### src/page_span_allocator_unit_macros.svh
// assertion helpers shared by the allocator top level
`ifndef PAGE_SPAN_ALLOCATOR_UNIT_MACROS_SVH
`define PAGE_SPAN_ALLOCATOR_UNIT_MACROS_SVH

// same-cycle implication, checked outside reset
`define PSA_ASSERT_NOW(lbl, a, c) \
  lbl: assert property (@(posedge clk) disable iff (rst) (a) |-> (c)) \
    else $error("page span allocator check failed");

// next-cycle implication, checked outside reset
`define PSA_ASSERT_NEXT(lbl, a, c) \
  lbl: assert property (@(posedge clk) disable iff (rst) (a) |=> (c)) \
    else $error("page span allocator check failed");

`endif

### src/psa_pkg.sv
package psa_pkg;

  localparam int POOL_PAGES   = 1024;
  localparam int MAX_SPAN     = 128;
  localparam int PAGE_BITS    = 13;
  localparam int PG_W         = $clog2(POOL_PAGES);
  localparam int LEN_W        = 8;
  localparam int CHUNK_LIMIT  = POOL_PAGES / MAX_SPAN;
  localparam int CHUNK_W      = $clog2(CHUNK_LIMIT + 1);
  localparam int SPAN_SHIFT   = $clog2(MAX_SPAN);
  localparam int IN_W         = 48;
  localparam int OUT_W        = 24;

  localparam logic [1:0] OP_ALLOC = 2'd0;
  localparam logic [1:0] OP_REL   = 2'd1;
  localparam logic [1:0] OP_LOOK  = 2'd2;

  localparam logic [1:0] ST_OK    = 2'd0;
  localparam logic [1:0] ST_OOM   = 2'd1;
  localparam logic [1:0] ST_NOMAP = 2'd2;
  localparam logic [1:0] ST_INV   = 2'd3;

  // controller states, also the command seen by the datapath
  localparam logic [4:0] S_CLR     = 5'd0;
  localparam logic [4:0] S_IDLE    = 5'd1;
  localparam logic [4:0] S_A_CHK   = 5'd2;
  localparam logic [4:0] S_A_SCAN  = 5'd3;
  localparam logic [4:0] S_A_POP   = 5'd4;
  localparam logic [4:0] S_A_CHUNK = 5'd5;
  localparam logic [4:0] S_A_SPLIT = 5'd6;
  localparam logic [4:0] S_A_MARK  = 5'd7;
  localparam logic [4:0] S_A_MAP   = 5'd8;
  localparam logic [4:0] S_UL_RD   = 5'd9;
  localparam logic [4:0] S_UL_WR   = 5'd10;
  localparam logic [4:0] S_PF1     = 5'd11;
  localparam logic [4:0] S_PF2     = 5'd12;
  localparam logic [4:0] S_PF3     = 5'd13;
  localparam logic [4:0] S_R_RD    = 5'd14;
  localparam logic [4:0] S_R_CHK   = 5'd15;
  localparam logic [4:0] S_P_A     = 5'd16;
  localparam logic [4:0] S_P_B     = 5'd17;
  localparam logic [4:0] S_P_C     = 5'd18;
  localparam logic [4:0] S_N_A     = 5'd19;
  localparam logic [4:0] S_N_B     = 5'd20;
  localparam logic [4:0] S_N_C     = 5'd21;
  localparam logic [4:0] S_R_PF    = 5'd22;
  localparam logic [4:0] S_L_RD    = 5'd23;
  localparam logic [4:0] S_L_B     = 5'd24;
  localparam logic [4:0] S_L_C     = 5'd25;
  localparam logic [4:0] S_RESULT  = 5'd26;

  typedef logic [4:0] cmd_t;

  typedef struct packed {
    logic            vld;
    logic [PG_W-1:0] idx;
  } ptr_t;

  typedef struct packed {
    logic clr_last;
    logic k_ok;
    logic lhv_hit;
    logic i_last;
    logic chunk_ok;
    logic split;
    logic map_last;
    logic rel_ok;
    logic s_zero;
    logic m_valid;
    logic prev_fit;
    logic next_in;
    logic next_hit;
    logic next_fit;
    logic out_free;
  } dp_status_t;

endpackage

### src/psa_ctrl.sv
module psa_ctrl (
  input  logic                clk,
  input  logic                rst,
  input  logic                in_valid,
  input  logic [1:0]          in_op,
  input  psa_pkg::dp_status_t stat,
  output psa_pkg::cmd_t       cmd
);
  import psa_pkg::*;

  localparam logic [1:0] RET_ALLOC = 2'd0;
  localparam logic [1:0] RET_PREV  = 2'd1;
  localparam logic [1:0] RET_NEXT  = 2'd2;

  logic [4:0] state, state_next;
  logic       tp, tp_next, tn, tn_next;
  logic [1:0] ret, ret_next;
  logic [1:0] op, op_next;

  assign cmd = state;

  function automatic logic [4:0] cont(input logic a, input logic b);
    if (a) return S_P_A;
    if (b) return S_N_A;
    return S_R_PF;
  endfunction

  always_ff @(posedge clk) begin
    if (rst) begin
      state <= S_CLR;
      tp    <= 1'b0;
      tn    <= 1'b0;
      ret   <= RET_ALLOC;
      op    <= OP_ALLOC;
    end else begin
      state <= state_next;
      tp    <= tp_next;
      tn    <= tn_next;
      ret   <= ret_next;
      op    <= op_next;
    end
  end

  always_comb begin
    state_next = state;
    tp_next    = tp;
    tn_next    = tn;
    ret_next   = ret;
    op_next    = op;
    unique case (state)
      S_CLR:     if (stat.clr_last) state_next = S_IDLE;
      S_IDLE: begin
        if (in_valid) begin
          op_next = in_op;
          unique case (in_op)
            OP_ALLOC: state_next = S_A_CHK;
            OP_REL:   state_next = S_R_RD;
            OP_LOOK:  state_next = S_L_RD;
            default:  state_next = S_RESULT;
          endcase
        end
      end
      S_A_CHK:   state_next = stat.k_ok ? S_A_SCAN : S_RESULT;
      S_A_SCAN: begin
        if (stat.lhv_hit) state_next = S_A_POP;
        else if (stat.i_last) state_next = S_A_CHUNK;
      end
      S_A_POP: begin
        ret_next   = RET_ALLOC;
        state_next = S_UL_RD;
      end
      S_UL_RD:   state_next = S_UL_WR;
      S_UL_WR: begin
        unique case (ret)
          RET_ALLOC: state_next = S_A_SPLIT;
          RET_PREV:  state_next = S_N_A;
          default:   state_next = cont(tp, tn);
        endcase
      end
      S_A_CHUNK: state_next = stat.chunk_ok ? S_A_SPLIT : S_RESULT;
      S_A_SPLIT: state_next = stat.split ? S_PF1 : S_A_MARK;
      S_PF1:     state_next = S_PF2;
      S_PF2:     state_next = S_PF3;
      S_PF3:     state_next = (op == OP_ALLOC) ? S_A_MARK : S_RESULT;
      S_A_MARK:  state_next = S_A_MAP;
      S_A_MAP:   if (stat.map_last) state_next = S_RESULT;
      S_R_RD:    state_next = S_R_CHK;
      S_R_CHK: begin
        if (stat.rel_ok) begin
          tp_next    = 1'b1;
          tn_next    = 1'b1;
          state_next = S_P_A;
        end else begin
          state_next = S_RESULT;
        end
      end
      S_P_A: begin
        if (!tp) begin
          state_next = S_N_A;
        end else if (stat.s_zero) begin
          tp_next    = 1'b0;
          state_next = S_N_A;
        end else begin
          state_next = S_P_B;
        end
      end
      S_P_B: begin
        if (stat.m_valid) begin
          state_next = S_P_C;
        end else begin
          tp_next    = 1'b0;
          state_next = S_N_A;
        end
      end
      S_P_C: begin
        if (stat.prev_fit) begin
          ret_next   = RET_PREV;
          state_next = S_UL_RD;
        end else begin
          tp_next    = 1'b0;
          state_next = S_N_A;
        end
      end
      S_N_A: begin
        if (!tn || !stat.next_in) begin
          tn_next    = 1'b0;
          state_next = cont(tp, 1'b0);
        end else begin
          state_next = S_N_B;
        end
      end
      S_N_B: begin
        if (stat.next_hit) begin
          state_next = S_N_C;
        end else begin
          tn_next    = 1'b0;
          state_next = cont(tp, 1'b0);
        end
      end
      S_N_C: begin
        if (stat.next_fit) begin
          ret_next   = RET_NEXT;
          state_next = S_UL_RD;
        end else begin
          tn_next    = 1'b0;
          state_next = cont(tp, 1'b0);
        end
      end
      S_R_PF:    state_next = S_PF1;
      S_L_RD:    state_next = S_L_B;
      S_L_B:     state_next = stat.m_valid ? S_L_C : S_RESULT;
      S_L_C:     state_next = S_RESULT;
      S_RESULT:  if (stat.out_free) state_next = S_IDLE;
      default:   state_next = S_IDLE;
    endcase
  end

endmodule

### config.mk
export PLATFORM = sky130hd
export DESIGN_NAME = psa_ctrl
export DESIGN_NICKNAME = d
export VERILOG_FILES = /design/src/page_span_allocator_unit_macros.svh /design/src/psa_pkg.sv /design/src/psa_ctrl.sv
export SDC_FILE = /design/constraint.sdc
export NUM_CORES = 1
export LEC_CHECK = 0
export BUFFER_PORTS_ARGS = -buffer_cell sky130_fd_sc_hd__buf_2
export CORE_MARGIN = 1.5
export CORE_UTILIZATION = 42
export DETAILED_ROUTE_END_ITERATION = 16
export PLACE_DENSITY = 0.7
export REMOVE_ABC_BUFFERS = 1
export SETUP_SLACK_MARGIN = 0.5
export SYNTH_ARGS = -nofsm -noshare
export SYNTH_HDL_FRONTEND = slang
export SYNTH_SLANG_ARGS = --single-unit
### constraint.sdc
create_clock -name clk -period 3.35 [get_ports clk]
set_input_delay 0.335 -clock clk [delete_from_list [all_inputs] [get_ports clk]]
set_output_delay 0.335 -clock clk [all_outputs]
set_load 0.01 [all_outputs]
==> results.py <==
metrics = {
    "timing": {
        "rsz0062_at_grt": "false",
        "finalHoldViolations": 0,
        "worst_pin_slew_ps": 842.5,
        "max_freq_mhz": 435.2,
        "drv_slew": 0,
        "period_minus_slack_ps": 2298,
        "max-slew-margin-rel": 0.4376,
        "min_period_over_period": 0.6860,
        "fin_setup_tns_ps": 0,
        "finalSetupViolCount": 0,
        "clock-skew-final_ps": 0.5717,
    },
    "clock_network": {
        "cts_made_buffers": 3,
        "cts_tree": "built",
        "hold_buffers": 0,
        "htree_num_levels": 1,
        "root_buffer": "clkbuf_4",
        "clkSlewWorstSetupHoldPaths_ps": 80,
        "post_cts_resized": 0,
        "clock_latency_ps": 290,
        "post_cts_buffers": 0,
        "cts_buffer_depth": 2,
        "clock-sinks": 11,
    },
    "die": {
        "die_w_um": 60.64,
        "die_h_um": 60.64,
        "dieArea_um2": 3677,
        "pin_count": 25,
        "fp-row-count": 20,
        "core_um2": 3103,
        "start_util": 0.4496,
    },
    "yosys": {
        "synthFlopType": "dfxtp_1",
        "yosysTopAreaCellShare": 0.1578,
        "synth_edf_count": 0,
        "ys_seq_area_frac": 0.1578,
        "synth_area_per_cell_um2": 7.381,
        "synth_top_area_cell": "dfxtp_1",
        "yosysWarningCount": 0,
        "synth_cells": 189,
        "synth.area.top_cells": "dfxtp_1, nor2_1, buf_6",
        "synthDistinctLibCells": 65,
        "synth_area_um2": 1395,
        "async_reset_ff_frac": 0,
        "ys_ff_latch": 11,
    },
    "grt": {
        "grt_max_degree": 27,
        "grt_pass1_vias": 1349,
        "grtUsageTotal": 0.2299,
        "grt_pass1_wl_um": 6368,
        "grt_overflow": 0,
        "antenna_found_initial": 0,
    },
    "critical_path": {
        "path_cells": "buf_4 -> and4bb_1 -> a22oi_2 -> nand4_2 -> o32a_1 -> o21ai_1",
        "r2r-start": "cmd[2]$_SDFFE_PP0P_",
        "critPathBufInv": 1,
        "critPathMaxStageDelay_ps": 760,
        "cp-startpoint": "cmd[2]$_SDFFE_PP0P_",
        "critPathArrivalTime_ps": 2520,
        "end_kind": "flip-flop",
        "rrSetupSlack_ps": 1050,
        "worst_path_dominant_cell_family": "flip-flops",
        "slowest_stage": "dfxtp_1",
        "required_ps": 3570,
        "worstSetupPathType": "flip-flop to flip-flop",
        "cp_max_fo": 22,
        "worstSetupStartpointType": "flip-flop",
    },
    "route": {
        "ant_nets": 0,
        "vias": 1552,
        "routedWlPerCell_um": 15.99,
        "post_drt_via_cell_ratio": 6.208,
        "drc": 0,
        "drt-total-wl_um": 3997,
        "drtPass1Iterations": 5,
        "drtIter0Drc": 133,
    },
    "power_and_ir_drop": {
        "powerDensity_nw_per_um2": 503.9,
        "p_int_mw": 0.3870,
        "leakage_nw": 0.5416,
        "p_sw_frac": 0.4897,
        "ir_worst_vdd_v": 0.0002817,
        "seqPwrFrac": 0.321,
        "p_comb_frac": 0.545,
        "power.share.clock": 0.134,
        "power.switching_mw": 0.3714,
    },
    "min_path": {
        "min-delay-start": "in_op[1]",
        "min_path_type": "input pin to flip-flop",
    },
    "place": {
        "place_congestion": 0.9221,
        "io_buffers": 24,
        "dpl_cell_area_um2": 1479,
        "dp.final_hpwl_um": 2923,
    },
    "final_layout": {
        "antennaDiodeCount": 0,
        "syn_to_final_growth_pct": 7.892,
        "drive_gt1_frac": 0.1845,
        "n_fill_cell": 335,
        "final_common_cell": "buf_2",
        "nets": 230,
        "design_area_um2": 1505,
        "most-common-layout-cells": "buf_2, nor2_1, nand2_1, a21oi_1, dfxtp_1",
    },
    "flow_run": {
        "cap_violations": 0,
    },
    "status": {
        "outcome": "complete, no violations",
    },
}
power groups by stage:
stage / Clock, mW / Combinational [mW] / Sequential, mW
CTS: 0.0993 / 0.406 / 0.239
floorplan: 0 / 0.271 / 0.239
finish: 0.102 / 0.413 / 0.244
global route: 0.110 / 0.452 / 0.249
global placement: 0 / 0.408 / 0.241
detailed placement: 0 / 0.403 / 0.242
cell type report:
class                      instances  area (um2)  area share
tap                               44       55.05     0.03658
timing repair buffer              27       142.6     0.09476
sequential                        11       220.2      0.1463
inverter                          10       37.54     0.02494
multi-input combinational        154        1023      0.6800
clock buffer                       4       26.28     0.01746
path summary, 6_finish.rpt:
| path | to | cells past startpoint |
|---|---|---|
| worst max-delay path | cmd[1]$_SDFFE_PP0P_ | 6 |
| worst min-delay path | op[1]$_SDFFE_PP0P_ | 3 |
| worst max register to register | cmd[1]$_SDFFE_PP0P_ | 6 |
| worst min register to register | tn$_SDFFE_PP0P_ | 2 |
state kept, by name, indices dropped and copies added, names as in the netlist:
name  flops
cmd       5
op        2
ret       2
tn        1
tp        1
cells by family (layout without fill, tap and decap cells):
family	after synthesis	after routing	share of synthesized area
and+or+nand+nor	81	81	0.3345
AOI/OAI and AO/OA	65	65	0.3372
buffers and inverters	24	41	0.1085
DFF	11	11	0.1578
muxes	4	4	0.02870
adders and majority gates	3	3	0.02691
xor gates and xnor gates	1	1	0.006279
metal layers:
| metal | share of wire | GRT usage | vias up |
|---|---|---|---|
| met5 | 0 | 0 | - |
| met4 | 0.014 | 0.04037 | 0 |
| met3 | 0.099 | 0.04691 | 8 |
| met2 | 0.45 | 0.3717 | 92 |
| met1 | 0.44 | 0.3209 | 694 |
| li1 | - | - | 758 |
Yosys cell counts, types with 3 or more instances:
cell / number
inv_1: 8
nand2b_1: 6
a21oi_1: 11
a311oi_1: 3
buf_6: 5
o21ai_0: 10
o22ai_1: 4
dfxtp_1: 11
buf_4: 3
o31ai_1: 4
nand2_1: 15
buf_2: 5
a31oi_1: 4
nor2_1: 21
nor4b_1: 3
nor3_1: 6
mux2i_1: 4
nor2b_1: 4
ha_1: 3
worst min-delay path: stages:
cell and delay [ps]:
buf_2 110, mux2i_1 70, nor2_1 70
through the flow:
| step | power, mW | util | setup slack (ps) | hold slack (ps) | instances |
|---|---|---|---|---|---|
| after floorplan | 0.5103 | - | 1193 | 407.4 | 175 |
| after global placement | 0.6483 | 0.4766 | 1171 | 511.2 | 246 |
| after detailed placement | 0.6445 | 0.4766 | 1114 | 517.6 | 246 |
| after CTS | 0.7442 | 0.4851 | 1072 | 337.1 | 250 |
| after global routing | 0.8107 | 0.4851 | 888.3 | 331.8 | 250 |
| final | 0.7584 | 0.4851 | 1052 | 329.3 | 250 |
Power figures use the tool's default switching activity.
